<file path="src/hdl/vmeu_pkg.sv">
// Package of shared types and constants for the variable machine execute unit.
`timescale 1ns / 1ps
`default_nettype none
package vmeu_pkg;
	localparam int VAR_COUNT = 26;
	localparam int VIDX_W = 5;
	// Program depth; next addresses wrap modulo this power of two.
	localparam int PROGRAM_DEPTH = 1024;

	typedef enum logic [3:0] {
		OP_SET   = 4'd0,
		OP_ADD   = 4'd1,
		OP_SUB   = 4'd2,
		OP_MUL   = 4'd3,
		OP_DIV   = 4'd4,
		OP_IFGT  = 4'd5,
		OP_IFEQ  = 4'd6,
		OP_ELSE  = 4'd7,
		OP_ENDIF = 4'd8,
		OP_GOTO  = 4'd9,
		OP_CLEAR = 4'd10
	} opcode_t;

	localparam logic [1:0] ST_OK    = 2'd0;
	localparam logic [1:0] ST_UNDEF = 2'd1;
	localparam logic [1:0] ST_DIVZ  = 2'd2;

	// One decoded instruction as it travels from the front part to the back part.
	typedef struct packed {
		logic [3:0]         opcode;
		logic [VIDX_W-1:0]  dest_var;
		logic               a_is_var;
		logic [VIDX_W-1:0]  a_var;
		logic [31:0]        a_imm;
		logic               b_is_var;
		logic [VIDX_W-1:0]  b_var;
		logic [31:0]        b_imm;
		logic [9:0]         address;
		logic [9:0]         jump_target;
		logic [10:0]        jump_offset;
	} instr_t;

	typedef struct packed {
		logic [9:0]  next_address;
		logic [1:0]  status;
		logic [10:0] fault_line;
		logic [31:0] written_value;
		logic        cond_true;
	} result_t;
endpackage
`default_nettype wire

</file>
<file path="src/hdl/vmeu_queue.sv">
// Two-entry instruction queue between the front part and the back part.
`timescale 1ns / 1ps
`default_nettype none
module vmeu_queue (
	input  wire                   clk,
	input  wire                   arst_n,
	input  wire                   in_valid,
	output logic                  in_ready,
	input  vmeu_pkg::instr_t      in_data,
	output logic                  out_valid,
	input  wire                   out_ready,
	output vmeu_pkg::instr_t      out_data
);
	vmeu_pkg::instr_t mem_q [2];
	logic             wptr_q;
	logic             rptr_q;
	logic [1:0]       count_q;

	logic push;
	logic pop;

	assign in_ready  = (count_q != 2'd2);
	assign out_valid = (count_q != 2'd0);
	assign out_data  = mem_q[rptr_q];
	assign push      = in_valid && in_ready;
	assign pop       = out_valid && out_ready;

	always_ff @(posedge clk) begin
		if (push) begin
			mem_q[wptr_q] <= in_data;
		end
	end

	always_ff @(posedge clk or negedge arst_n) begin
		if (!arst_n) begin
			wptr_q  <= 1'b0;
			rptr_q  <= 1'b0;
			count_q <= 2'd0;
		end else begin
			if (push) wptr_q <= ~wptr_q;
			if (pop) rptr_q <= ~rptr_q;
			count_q <= count_q + {1'b0, push} - {1'b0, pop};
		end
	end
endmodule
`default_nettype wire

</file>
<file path="src/hdl/vmeu_divider.sv">
// Iterative signed 32-bit divider, one quotient bit a cycle, truncating toward zero.
`timescale 1ns / 1ps
`default_nettype none
module vmeu_divider (
	input  wire         clk,
	input  wire         arst_n,
	input  wire         start,
	input  wire  [31:0] dividend,
	input  wire  [31:0] divisor,
	output logic        done,
	output logic [31:0] quotient
);
	logic [31:0] rem_q;
	logic [31:0] quo_q;
	logic [31:0] dvs_q;
	logic        neg_q;
	logic [5:0]  cnt_q;
	logic        busy_q;

	logic [32:0] trial;
	logic [31:0] shifted;

	assign shifted = {rem_q[30:0], quo_q[31]};
	assign trial   = {1'b0, shifted} - {1'b0, dvs_q};
	assign quotient = neg_q ? (32'd0 - quo_q) : quo_q;

	always_ff @(posedge clk or negedge arst_n) begin
		if (!arst_n) begin
			busy_q <= 1'b0;
			done   <= 1'b0;
			cnt_q  <= 6'd0;
			rem_q  <= 32'd0;
			quo_q  <= 32'd0;
			dvs_q  <= 32'd0;
			neg_q  <= 1'b0;
		end else begin
			done <= 1'b0;
			if (start) begin
				busy_q <= 1'b1;
				cnt_q  <= 6'd32;
				rem_q  <= 32'd0;
				quo_q  <= dividend[31] ? (32'd0 - dividend) : dividend;
				dvs_q  <= divisor[31] ? (32'd0 - divisor) : divisor;
				neg_q  <= dividend[31] ^ divisor[31];
			end else if (busy_q) begin
				// Quotient bits shift in at the bottom as dividend bits leave the top.
				if (!trial[32]) begin
					rem_q <= trial[31:0];
					quo_q <= {quo_q[30:0], 1'b1};
				end else begin
					rem_q <= shifted;
					quo_q <= {quo_q[30:0], 1'b0};
				end
				cnt_q <= cnt_q - 6'd1;
				if (cnt_q == 6'd1) begin
					busy_q <= 1'b0;
					done   <= 1'b1;
				end
			end
		end
	end
endmodule
`default_nettype wire

</file>
<file path="src/hdl/vmeu_back.sv">
// Back part: operand fetch, execution, variable file update and result register.
`timescale 1ns / 1ps
`default_nettype none
module vmeu_back (
	input  wire                clk,
	input  wire                arst_n,
	input  wire                in_valid,
	output logic               in_ready,
	input  vmeu_pkg::instr_t   in_data,
	output logic               out_valid,
	input  wire                out_ready,
	output vmeu_pkg::result_t  out_data
);
	localparam int AW = $clog2(vmeu_pkg::PROGRAM_DEPTH);

	typedef enum logic [2:0] {S_IDLE, S_EXEC, S_DIV, S_DONE, S_MUL} state_t;

	state_t                      state_q;
	vmeu_pkg::instr_t            ins_q;
	logic [31:0]                 vals_q [vmeu_pkg::VAR_COUNT];
	logic [vmeu_pkg::VAR_COUNT-1:0] def_q;
	logic [31:0]                 a_q;
	logic [31:0]                 b_q;
	logic                        undef_q;
	logic [31:0]                 mul_s1;

	logic [31:0] a_val;
	logic [31:0] b_val;
	logic        a_ok;
	logic        b_ok;
	logic        div_start;
	logic        div_done;
	logic [31:0] div_quo;
	logic        mul_wait;
	logic        finish;

	vmeu_pkg::result_t res;
	logic [31:0]       wr_val;
	logic              do_write;

	vmeu_divider u_div (
		.clk      (clk),
		.arst_n   (arst_n),
		.start    (div_start),
		.dividend (a_q),
		.divisor  (b_q),
		.done     (div_done),
		.quotient (div_quo)
	);

	assign in_ready = (state_q == S_IDLE) && !out_valid;

	// Operand fetch from the variable file; an index beyond Z reads as undefined.
	always_comb begin
		a_ok  = 1'b1;
		b_ok  = 1'b1;
		a_val = ins_q.a_imm;
		b_val = ins_q.b_imm;
		if (ins_q.a_is_var) begin
			if (ins_q.a_var < vmeu_pkg::VIDX_W'(vmeu_pkg::VAR_COUNT)) begin
				a_ok  = def_q[ins_q.a_var];
				a_val = vals_q[ins_q.a_var];
			end else begin
				a_ok = 1'b0;
			end
		end
		if (ins_q.b_is_var) begin
			if (ins_q.b_var < vmeu_pkg::VIDX_W'(vmeu_pkg::VAR_COUNT)) begin
				b_ok  = def_q[ins_q.b_var];
				b_val = vals_q[ins_q.b_var];
			end else begin
				b_ok = 1'b0;
			end
		end
	end

	assign div_start = (state_q == S_EXEC) && (ins_q.opcode == vmeu_pkg::OP_DIV)
		&& !undef_q && (b_q != 32'd0);

	// The product is registered, so a multiply passes through S_MUL before it finishes.
	assign mul_wait = (ins_q.opcode == vmeu_pkg::OP_MUL) && !undef_q;
	assign finish   = ((state_q == S_EXEC) && !div_start && !mul_wait) ||
		(state_q == S_MUL) || ((state_q == S_DIV) && div_done);

	function automatic logic [9:0] wrap(input logic [11:0] a);
		logic [AW-1:0] m;
		begin
			m = a[AW-1:0];
			wrap = 10'(m);
		end
	endfunction

	// Result and write-back decision once the operands are held.
	always_comb begin
		logic [11:0] addr1;
		logic [11:0] tgt1;
		logic        cond;
		addr1    = 12'(ins_q.address) + 12'd1;
		tgt1     = 12'(ins_q.jump_target) + 12'd1;
		cond     = 1'b0;
		wr_val   = 32'd0;
		do_write = 1'b0;
		res.next_address  = wrap(addr1);
		res.status        = vmeu_pkg::ST_OK;
		res.fault_line    = 11'd0;
		res.written_value = 32'd0;
		res.cond_true     = 1'b0;
		unique case (ins_q.opcode)
			vmeu_pkg::OP_SET: begin
				wr_val = a_q; do_write = 1'b1;
			end
			vmeu_pkg::OP_ADD: begin
				wr_val = a_q + b_q; do_write = 1'b1;
			end
			vmeu_pkg::OP_SUB: begin
				wr_val = a_q - b_q; do_write = 1'b1;
			end
			vmeu_pkg::OP_MUL: begin
				wr_val = mul_s1; do_write = 1'b1;
			end
			vmeu_pkg::OP_DIV: begin
				if (b_q == 32'd0) begin
					res.status = vmeu_pkg::ST_DIVZ;
				end else begin
					wr_val = div_quo; do_write = 1'b1;
				end
			end
			vmeu_pkg::OP_IFGT, vmeu_pkg::OP_IFEQ: begin
				cond = (ins_q.opcode == vmeu_pkg::OP_IFGT) ?
					($signed(a_q) > $signed(b_q)) : (a_q == b_q);
				res.cond_true = cond;
				if (!cond) res.next_address = wrap(tgt1);
			end
			vmeu_pkg::OP_ELSE: res.next_address = wrap(12'(ins_q.jump_target));
			vmeu_pkg::OP_GOTO: res.next_address =
				wrap(12'(ins_q.address) + 12'(signed'(ins_q.jump_offset)));
			default: ;
		endcase
		if (undef_q && ins_q.opcode <= vmeu_pkg::OP_IFEQ) begin
			res.status        = vmeu_pkg::ST_UNDEF;
			res.cond_true     = 1'b0;
			do_write          = 1'b0;
		end
		if (res.status != vmeu_pkg::ST_OK) begin
			do_write         = 1'b0;
			res.next_address = wrap(12'(ins_q.address));
			res.fault_line   = (res.status == vmeu_pkg::ST_UNDEF) ?
				11'(ins_q.address) + 11'd1 : 11'(ins_q.address);
		end
		if (do_write && ins_q.dest_var >= vmeu_pkg::VIDX_W'(vmeu_pkg::VAR_COUNT))
			do_write = 1'b0;
		if (do_write) res.written_value = wr_val;
	end

	always_ff @(posedge clk) begin
		if (in_valid && in_ready) ins_q <= in_data;
		mul_s1 <= a_q * b_q;
		if (state_q == S_IDLE) begin
			a_q     <= 32'd0;
			b_q     <= 32'd0;
		end
		if (finish) begin
			out_data <= res;
			if (do_write) vals_q[ins_q.dest_var] <= wr_val;
		end
		if (state_q == S_DONE) begin
			a_q     <= a_val;
			b_q     <= (ins_q.opcode == vmeu_pkg::OP_SET) ? 32'd0 : b_val;
			undef_q <= !a_ok || (ins_q.opcode != vmeu_pkg::OP_SET && !b_ok);
		end
	end

	// S_DONE doubles as the operand fetch state between accept and execution.
	always_ff @(posedge clk or negedge arst_n) begin
		if (!arst_n) begin
			state_q   <= S_IDLE;
			def_q     <= '0;
			out_valid <= 1'b0;
		end else begin
			if (out_valid && out_ready) out_valid <= 1'b0;
			unique case (state_q)
				S_IDLE: if (in_valid && in_ready) state_q <= S_DONE;
				S_DONE: state_q <= S_EXEC;
				S_EXEC: begin
					if (div_start) begin
						state_q <= S_DIV;
					end else if (mul_wait) begin
						state_q <= S_MUL;
					end else begin
						state_q <= S_IDLE;
					end
				end
				S_MUL: state_q <= S_IDLE;
				S_DIV: if (div_done) state_q <= S_IDLE;
				default: state_q <= S_IDLE;
			endcase
			if (finish) begin
				out_valid <= 1'b1;
				if (ins_q.opcode == vmeu_pkg::OP_CLEAR) def_q <= '0;
				if (do_write) def_q[ins_q.dest_var] <= 1'b1;
			end
		end
	end
endmodule
`default_nettype wire

</file>
<file path="src/hdl/vmeu_front.sv">
// Front part: accepts instruction items from the stream and unpacks their fields.
`timescale 1ns / 1ps
`default_nettype none
module vmeu_front (
	input  wire               s_tvalid,
	output logic              s_tready,
	input  wire  [119:0]      s_tdata,
	output logic              q_valid,
	input  wire               q_ready,
	output vmeu_pkg::instr_t  q_data
);
	assign q_valid = s_tvalid;
	assign s_tready = q_ready;
	always_comb begin
		q_data.opcode      = s_tdata[3:0];
		q_data.dest_var    = s_tdata[8:4];
		q_data.a_is_var    = s_tdata[9];
		q_data.a_var       = s_tdata[14:10];
		q_data.a_imm       = s_tdata[46:15];
		q_data.b_is_var    = s_tdata[47];
		q_data.b_var       = s_tdata[52:48];
		q_data.b_imm       = s_tdata[84:53];
		q_data.address     = s_tdata[94:85];
		q_data.jump_target = s_tdata[104:95];
		q_data.jump_offset = s_tdata[115:105];
	end
endmodule
`default_nettype wire

</file>
<file path="src/hdl/variable_machine_execute_unit.sv">
// Top level of the variable machine execute unit.
`timescale 1ns / 1ps
`default_nettype none
// One instruction item at a time passes a two-entry queue into the back part, where it
// passes operand fetch and execution before its result is registered. Multiply also
// waits for its registered product, and divide for the divider, which retires one
// quotient bit a cycle. The back part takes its next item only once the result has
// been taken. Variables reset undefined, and next addresses wrap modulo 1024.
module variable_machine_execute_unit (
	input  wire          clk,
	input  wire          arst_n,
	input  wire          s_tvalid,
	output logic         s_tready,
	// opcode, dest_var, a_is_var, a_var, a_imm, b_is_var, b_var, b_imm,
	// address, jump_target, jump_offset
	input  wire  [119:0] s_tdata,
	output logic         m_tvalid,
	input  wire          m_tready,
	// next_address, status, fault_line, written_value, cond_true
	output logic [55:0]  m_tdata
);
	logic              f_valid, f_ready, q_valid, q_ready;
	vmeu_pkg::instr_t  f_data, q_data;
	vmeu_pkg::result_t r;

	function automatic logic [55:0] pack_pad(input vmeu_pkg::result_t x);
		pack_pad = {x.cond_true, x.written_value, x.fault_line, x.status, x.next_address};
	endfunction

	vmeu_front u_front (
		.s_tvalid(s_tvalid), .s_tready(s_tready), .s_tdata(s_tdata),
		.q_valid(f_valid), .q_ready(f_ready), .q_data(f_data)
	);
	vmeu_queue u_queue (
		.clk(clk), .arst_n(arst_n),
		.in_valid(f_valid), .in_ready(f_ready), .in_data(f_data),
		.out_valid(q_valid), .out_ready(q_ready), .out_data(q_data)
	);
	vmeu_back u_back (
		.clk(clk), .arst_n(arst_n),
		.in_valid(q_valid), .in_ready(q_ready), .in_data(q_data),
		.out_valid(m_tvalid), .out_ready(m_tready), .out_data(r)
	);

	assign m_tdata = pack_pad(r);

`ifndef SYNTH
	a_status: assert property (@(posedge clk) disable iff (!arst_n)
		m_tvalid |-> (m_tdata[11:10] != 2'd3)) else $error("bad status");
	a_hold: assert property (@(posedge clk) disable iff (!arst_n)
		m_tvalid && !m_tready |=> m_tvalid) else $error("result dropped");
`endif
endmodule
`default_nettype wire

</file>
<file path="config.mk">
export PLATFORM = sky130hd
export DESIGN_NAME = variable_machine_execute_unit
export DESIGN_NICKNAME = d
export VERILOG_FILES = /design/src/hdl/vmeu_pkg.sv /design/src/hdl/vmeu_queue.sv /design/src/hdl/vmeu_divider.sv /design/src/hdl/vmeu_back.sv /design/src/hdl/vmeu_front.sv /design/src/hdl/variable_machine_execute_unit.sv
export SDC_FILE = /design/constraint.sdc
export NUM_CORES = 2
export LEC_CHECK = 0
export BUFFER_PORTS_ARGS = -buffer_cell sky130_fd_sc_hd__buf_2
export CAP_MARGIN = 20
export CORE_MARGIN = 3
export CORE_UTILIZATION = 60
export DETAILED_ROUTE_END_ITERATION = 10
export GPL_TIMING_DRIVEN = 0
export PLACE_DENSITY = 0.78
export SYNTH_ARGS = -nofsm -noshare
export SYNTH_HDL_FRONTEND = slang
export SYNTH_HIERARCHICAL = 1
export SYNTH_SLANG_ARGS = --single-unit
</file>
<file path="constraint.sdc">
create_clock -name clk -period 9.2 [get_ports clk]
set_clock_uncertainty 0.15 [all_clocks]
set_input_delay 0.92 -clock clk [delete_from_list [all_inputs] [get_ports clk]]
set_output_delay 0.92 -clock clk [all_outputs]
set_load 0.005 [all_outputs]
</file>
=== Yosys cells after proc, flatten, opt, wreduce, memory -nomap -nowiden ===
Memory sizes are Yosys's and may differ from the RTL's. A register that Yosys moved wholly into a read port is not among the register bits.
Index checks and enable logic that the tools add are counted.

* Output and inout bits: 58
* Input bits: 124
* Word-level logic and storage cells: 176
* RAM bits: 1,064
* Memories: 2
* Register bits: 291

* $mul: 1
* Equal/unequal tests: 19
* $add $sub $neg: 13
* Order comparisons: 9
* Muxes and demuxes: 65
* Bitwise gates (word level): 5
* Reductions and logical operators: 39

{| class="wikitable"
|+ Memory list
! name !! words !! bits a word !! rd ports !! clocked after memory_dff !! wr ports !! RTL line !! text
|-
| u_back.vals_q || 26 || 32 || 2 || 0 || 1 || vmeu_back.sv:20 || <nowiki>logic [31:0] vals_q [vmeu_pkg::VAR_COUNT];</nowiki>
|-
| u_queue.mem_q || 2 || 116 || 1 || 1 || 1 || vmeu_queue.sv:14 || <nowiki>vmeu_pkg::instr_t mem_q [2];</nowiki>
|}

{| class="wikitable"
|+ Operators with widths
! operator !! count
|-
| 32-bit 2-to-1 mux || 14
|-
| 32-bit one-hot mux with 5 select lines || 1
|-
| 1-bit by 32-bit subtractor with 32-bit output (first input constant) || 3
|-
| 31-bit 2-to-1 mux || 3
|-
| 26-bit 2-to-1 mux || 3
|-
| 32-bit by 32-bit subtractor with 33-bit output || 1
|-
| 32-bit adder || 1
|-
| 32-bit equality test || 1
|-
| 32-bit greater-than comparator || 1
|-
| 32-bit zero test || 1
|-
| 32-bit by 32-bit multiplier with 32-bit output || 1
|-
| 32-bit nonzero test || 1
|-
| 32-bit subtractor || 1
|-
| 10-bit 2-to-1 mux || 3
|-
| 10-bit one-hot mux with 3 select lines || 1
|-
| 1-bit 2-to-1 mux || 26
|-
| 26-bit OR || 1
|-
| 10-bit by 1-bit adder with 10-bit output (second input constant) || 2
|-
| 5-bit by 6-bit less-than comparator with 1-bit output (second input constant) || 3
|-
| 4-bit by 3-bit equality test with 1-bit output (second input constant) || 4
|-
| 1-bit logical AND || 15
|-
| 3-bit 2-to-1 mux || 4
|-
| 6-bit 2-to-1 mux || 2
|-
| 3-bit one-hot mux with 4 select lines || 1
|-
| other kinds (33) || 57
|}

=== Depth between registers and ports, before layout ===
* Word-level depth: 12
* Depth in mapped cells: 28
* Mapped depth without buffers: 26

=== Hierarchy ===
Netlist, hierarchy kept.

{| class="wikitable"
|+ By module, submodules not included
! module !! seq. area each (sq um) !! area an instance (sq um) !! instances !! cells each
|-
| vmeu_back || 33,662.3 || 70,542.7 || 1 || 5,047
|-
| vmeu_queue || 7,066.8 || 8,678.3 || 1 || 378
|-
| vmeu_divider || 2,602.5 || 8,358.0 || 1 || 1,017
|-
| vmeu_front || 0.0 || 885.8 || 1 || 118
|}

=== Worst setup path after synthesis ===
Ideal clock, no wire load.

* Path type: register to register
* Start: reg u_back.b_q[2]
* End: reg u_back.mul_s1[30]
* Setup time: 0.118 ns
* Cell stages (with the launch flop): 25
* Clock period less this slack: 7.024 ns
* Data required time: 8.932 ns
* Buffers on the path: 2
* Path slack: 2.176 ns
* Arrival: 6.755 ns
* Path through: edfxtp_1 > clkbuf_1 > clkbuf_1 > and2_1 > fa_1 > inv_1 > fa_1 > fa_1 > fa_1 > inv_1 > fa_1 > inv_1 > fa_1 > inv_1 > fa_1 > fa_1 > ha_1 > nand4_1 > a211o_1 > a21boi_0 > o211ai_1 > a31oi_1 > a211o_1 > a21oi_1 > xnor2_1

* Longest elaborated chain between the ends: 1

{| class="wikitable"
|+ RTL lines
! element !! RTL line !! text
|-
| start, declared || vmeu_back.sv:23 || <nowiki>logic [31:0] b_q;</nowiki>
|-
| start signal, assigned || vmeu_back.sv:168 || <nowiki>b_q <= (ins_q.opcode == vmeu_pkg::OP_SET) ? 32'd0 : b_val;</nowiki>
|-
| 32-bit by 32-bit multiplier with 32-bit output || vmeu_back.sv:157 || <nowiki>mul_s1 <= a_q * b_q;</nowiki>
|-
| end signal, assigned || vmeu_back.sv:157 ||
|-
| end, declared || vmeu_back.sv:25 || <nowiki>logic [31:0] mul_s1;</nowiki>
|}

Every way passes these cells.
A chain may end at the register's enable or synchronous reset.

=== Final worst setup path ===
* Start: reg u_back.a_q[17]
* End: reg u_back.mul_s1[31]

* Longest elaborated chain between the ends: 1

{| class="wikitable"
|+ RTL lines
! element !! RTL line !! text
|-
| start, declared || vmeu_back.sv:22 || <nowiki>logic [31:0] a_q;</nowiki>
|-
| start signal, assigned || vmeu_back.sv:167 || <nowiki>a_q <= a_val;</nowiki>
|-
| 32-bit by 32-bit multiplier with 32-bit output || vmeu_back.sv:157 ||
|}

Every way passes these cells.

==> flow_summary_export.csv <==
group,metric,value,unit
timing,finalCritPeriodShare,0.9988,
clock_network,cts_buffer_depth,3,
layout,fill_cells,10010,
outcome,outcome,"complete, no violations",
setup_path,cp_max_fo,11,
logic_synthesis,netlist_area,88390,sq um
placed_design,dp_hpwl,228.0,mm
routing,drt_drc_violations_left,0,
logic_synthesis,ys_warn_count,6,
layout,synthToLayoutAreaGrowth,10.75,%
placed_design,port_buffers,60,
global_routing,grt_pass1_wl,446.3,mm
floorplan,initial_utilization,0.6057,
global_routing,grt_max_degree,74,
layout,fin_util,0.6708,
routing,met3WireLength,36.78,mm
global_routing,grt_remaining_overflow,0,
timing,fmax,0.1088,GHz
routing,wire_per_inst,35.28,um
routing,routed_via_density,6.988,
routing,highest_layer,"met5",
layout,drive_gt1_frac,0.1847,
clock_network,clk_pin_slew,0.06,ns
floorplan,core-area,145900,sq um
worst_hold_path,hold_path.class,"in2reg",
placed_design,gp_congestion,1.051,
timing,worst_slew_pin_slew,1.325,ns
setup_path,cp.required,9.78,ns
timing,rsz0062_at_grt,"no",
routing,wl_met2,145.6,mm
setup_path,end_kind,"flip-flop",
floorplan,die_area,152000,sq um
timing,fin_tns_setup,0,ns
clock_network,cts.htree.levels,4,
setup_path,criticalPathCategory,"reg2reg",
job,maxCapViolCount,0,
logic_synthesis,syn-instance-count,6556,
routing,wl_met1,103.5,mm
setup_path,crit_path_start_kind,"flip-flop",
floorplan,rows,140,
clock_network,cts.sinks,1478,
global_routing,track_usage,0.4145,
routing,vias,62210,
floorplan,num_io_pins,182,
clock_network,numCtsBuffers,150,
routing,drt_iter0_drc,8749,
logic_synthesis,postSynthAreaPerCell,13.48,sq um
routing,first_pass_iters,6,
floorplan,die_w,389.8,um
timing,finalSetupViolations,0,
logic_synthesis,synth_fp_nets,7328,
clock_network,clk_latency,0.81,ns
clock_network,cts_tree,"built",
layout,finalNetCount,7622,
timing,finalMaxSlewViolations,0,
clock_network,clock-root-buffer,"clkbuf_16",
floorplan,die_h,389.8,um
timing,max_slew_margin,0.1167,
routing,wl,314.1,mm
global_routing,grt_antenna_before_repair,21,
routing,ant_nets,0,
setup_path,worstPathArrival,9.77,ns
global_routing,grt_pass1_vias,62380,
timing,period_minus_slack,9.189,ns
timing,final_hold_viol_count,0,
registers in the layout (all words and copies together) (netlist names), named ones only:
signal / flops
u_back/mul_s1: 32
u_back/out_valid: 1
u_back/vals_q: 832
u_back/u_div/rem_q: 31
u_back/u_div/cnt_q: 6
u_back/state_q: 3
u_back/u_div/dvs_q: 32
u_queue/wptr_q: 1
u_back/ins_q: 115
u_back/a_q: 32
u_back/u_div/busy_q: 1
u_queue/mem_q: 230
u_back/out_data: 56
u_back/def_q: 26
u_back/u_div/done: 1
u_back/b_q: 32
u_back/undef_q: 1
u_queue/rptr_q: 1
u_queue/count_q: 2
u_back/u_div/neg_q: 1
u_back/u_div/quo_q: 32
worst max-delay path, cell delays in order (launching register included):
cell and delay (ns):
edfxtp_1 1.23, clkbuf_1 0.66, and2_1 0.25, fa_1 0.41
inv_1 0.08, fa_1 0.44, fa_1 0.50, fa_1 0.55
inv_1 0.06, fa_1 0.49, fa_1 0.60, fa_1 0.45
fa_1 0.51, ha_1 0.34, nand3_1 0.11, o221a_2 0.24
nand2_1 0.11, o31ai_1 0.64, a31oi_1 0.37, nor2_1 0.30
o2111ai_1 0.20, a21oi_1 0.24, xnor2_1 0.13
layout by cell type, fill, tap and decap left out, types with 24 or more instances in the layout:
master,instances
dfrtp_1,138
o21ai_0,124
fa_1,412
clkbuf_1,286
nor2_1,256
nand2_1,503
mux2_2,101
clkinv_1,29
nor2b_1,92
buf_1,35
mux2_4,30
a21oi_1,243
nor2_4,27
o211ai_1,32
o31ai_1,39
nor3_1,50
clkbuf_2,27
xor2_1,71
clkbuf_16,153
mux4_2,462
and2_1,238
ha_1,236
buf_8,24
a211oi_1,159
or3_1,28
inv_1,537
a222oi_1,26
dfxtp_1,42
nand3_1,57
xnor2_1,159
buf_2,130
a21o_1,72
a31oi_1,24
edfxtp_1,1298
buf_4,126
mux2i_1,165
nand2b_1,33
metrics by stage:
step                std cells  hold WS, ns  cell area [sq um]  setup WS, ns
floorplan                6556       0.3108              88390         2.176
global placement         8533       0.3251              91080       -0.2370
detailed placement       8587       0.3377              92450       -0.2743
CTS                      8863       0.1093              97390       0.02632
global route             8891       0.1208              97860      0.005242
finish                   8902       0.1415              97890       0.01078
layout make-up:
cell class | count | area [sq um] | share of cell area
diodes | 12 | 30.03 | 0.0003068
well taps | 1917 | 2399 | 0.02450
multi-input cells | 4020 | 40730 | 0.4161
clock inverters | 85 | 937.1 | 0.009574
plain buffers | 518 | 2618 | 0.02674
inverters | 540 | 2029 | 0.02073
clock buffers | 190 | 3975 | 0.04061
flip-flops and latches | 1478 | 43270 | 0.4421
repair buffers | 142 | 1897 | 0.01938
timing repair:
action / 4_1_cts / 5_1_grt
hold buffers: 1 / 0
setup buffers: 0 / 5
endpoints found under the hold margin: 65 / 0
resized for setup: 11 / 32
setup endpoints to repair: 6 / 4
per-layer routing:
| layer | vias to the layer above | GRT usage |
|---|---|---|
| li1 | 24610 | - |
| met1 | 31220 | 0.5031 |
| met2 | 5096 | 0.6539 |
| met3 | 1269 | 0.1090 |
| met4 | 12 | 0.2855 |
| met5 | - | 0.0003190 |
worst paths after layout:
kind / slack [ns] / from / depth (start not counted) / endpoint
setup reg to reg: 0.01 / u_back/a_q[17] / 22 / u_back/mul_s1[31]
min in group asynchronous: 0.62 / arst_n / 2 / u_back/u_div/rem_q[7]
setup / recovery: 0.01 / u_back/a_q[17] / 22 / u_back/mul_s1[31]
hold reg to reg: 0.37 / u_back/def_q[15] / 1 / u_back/def_q[15]
hold / removal: 0.14 / s_tdata[73] / 1 / u_queue/mem_q[0][51]
max in group asynchronous: 7.38 / arst_n / 3 / u_back/def_q[11]
Power is left out: the tool's default activity adds up to more than one toggle a clock period on the data nets, which glitch-free logic cannot reach.
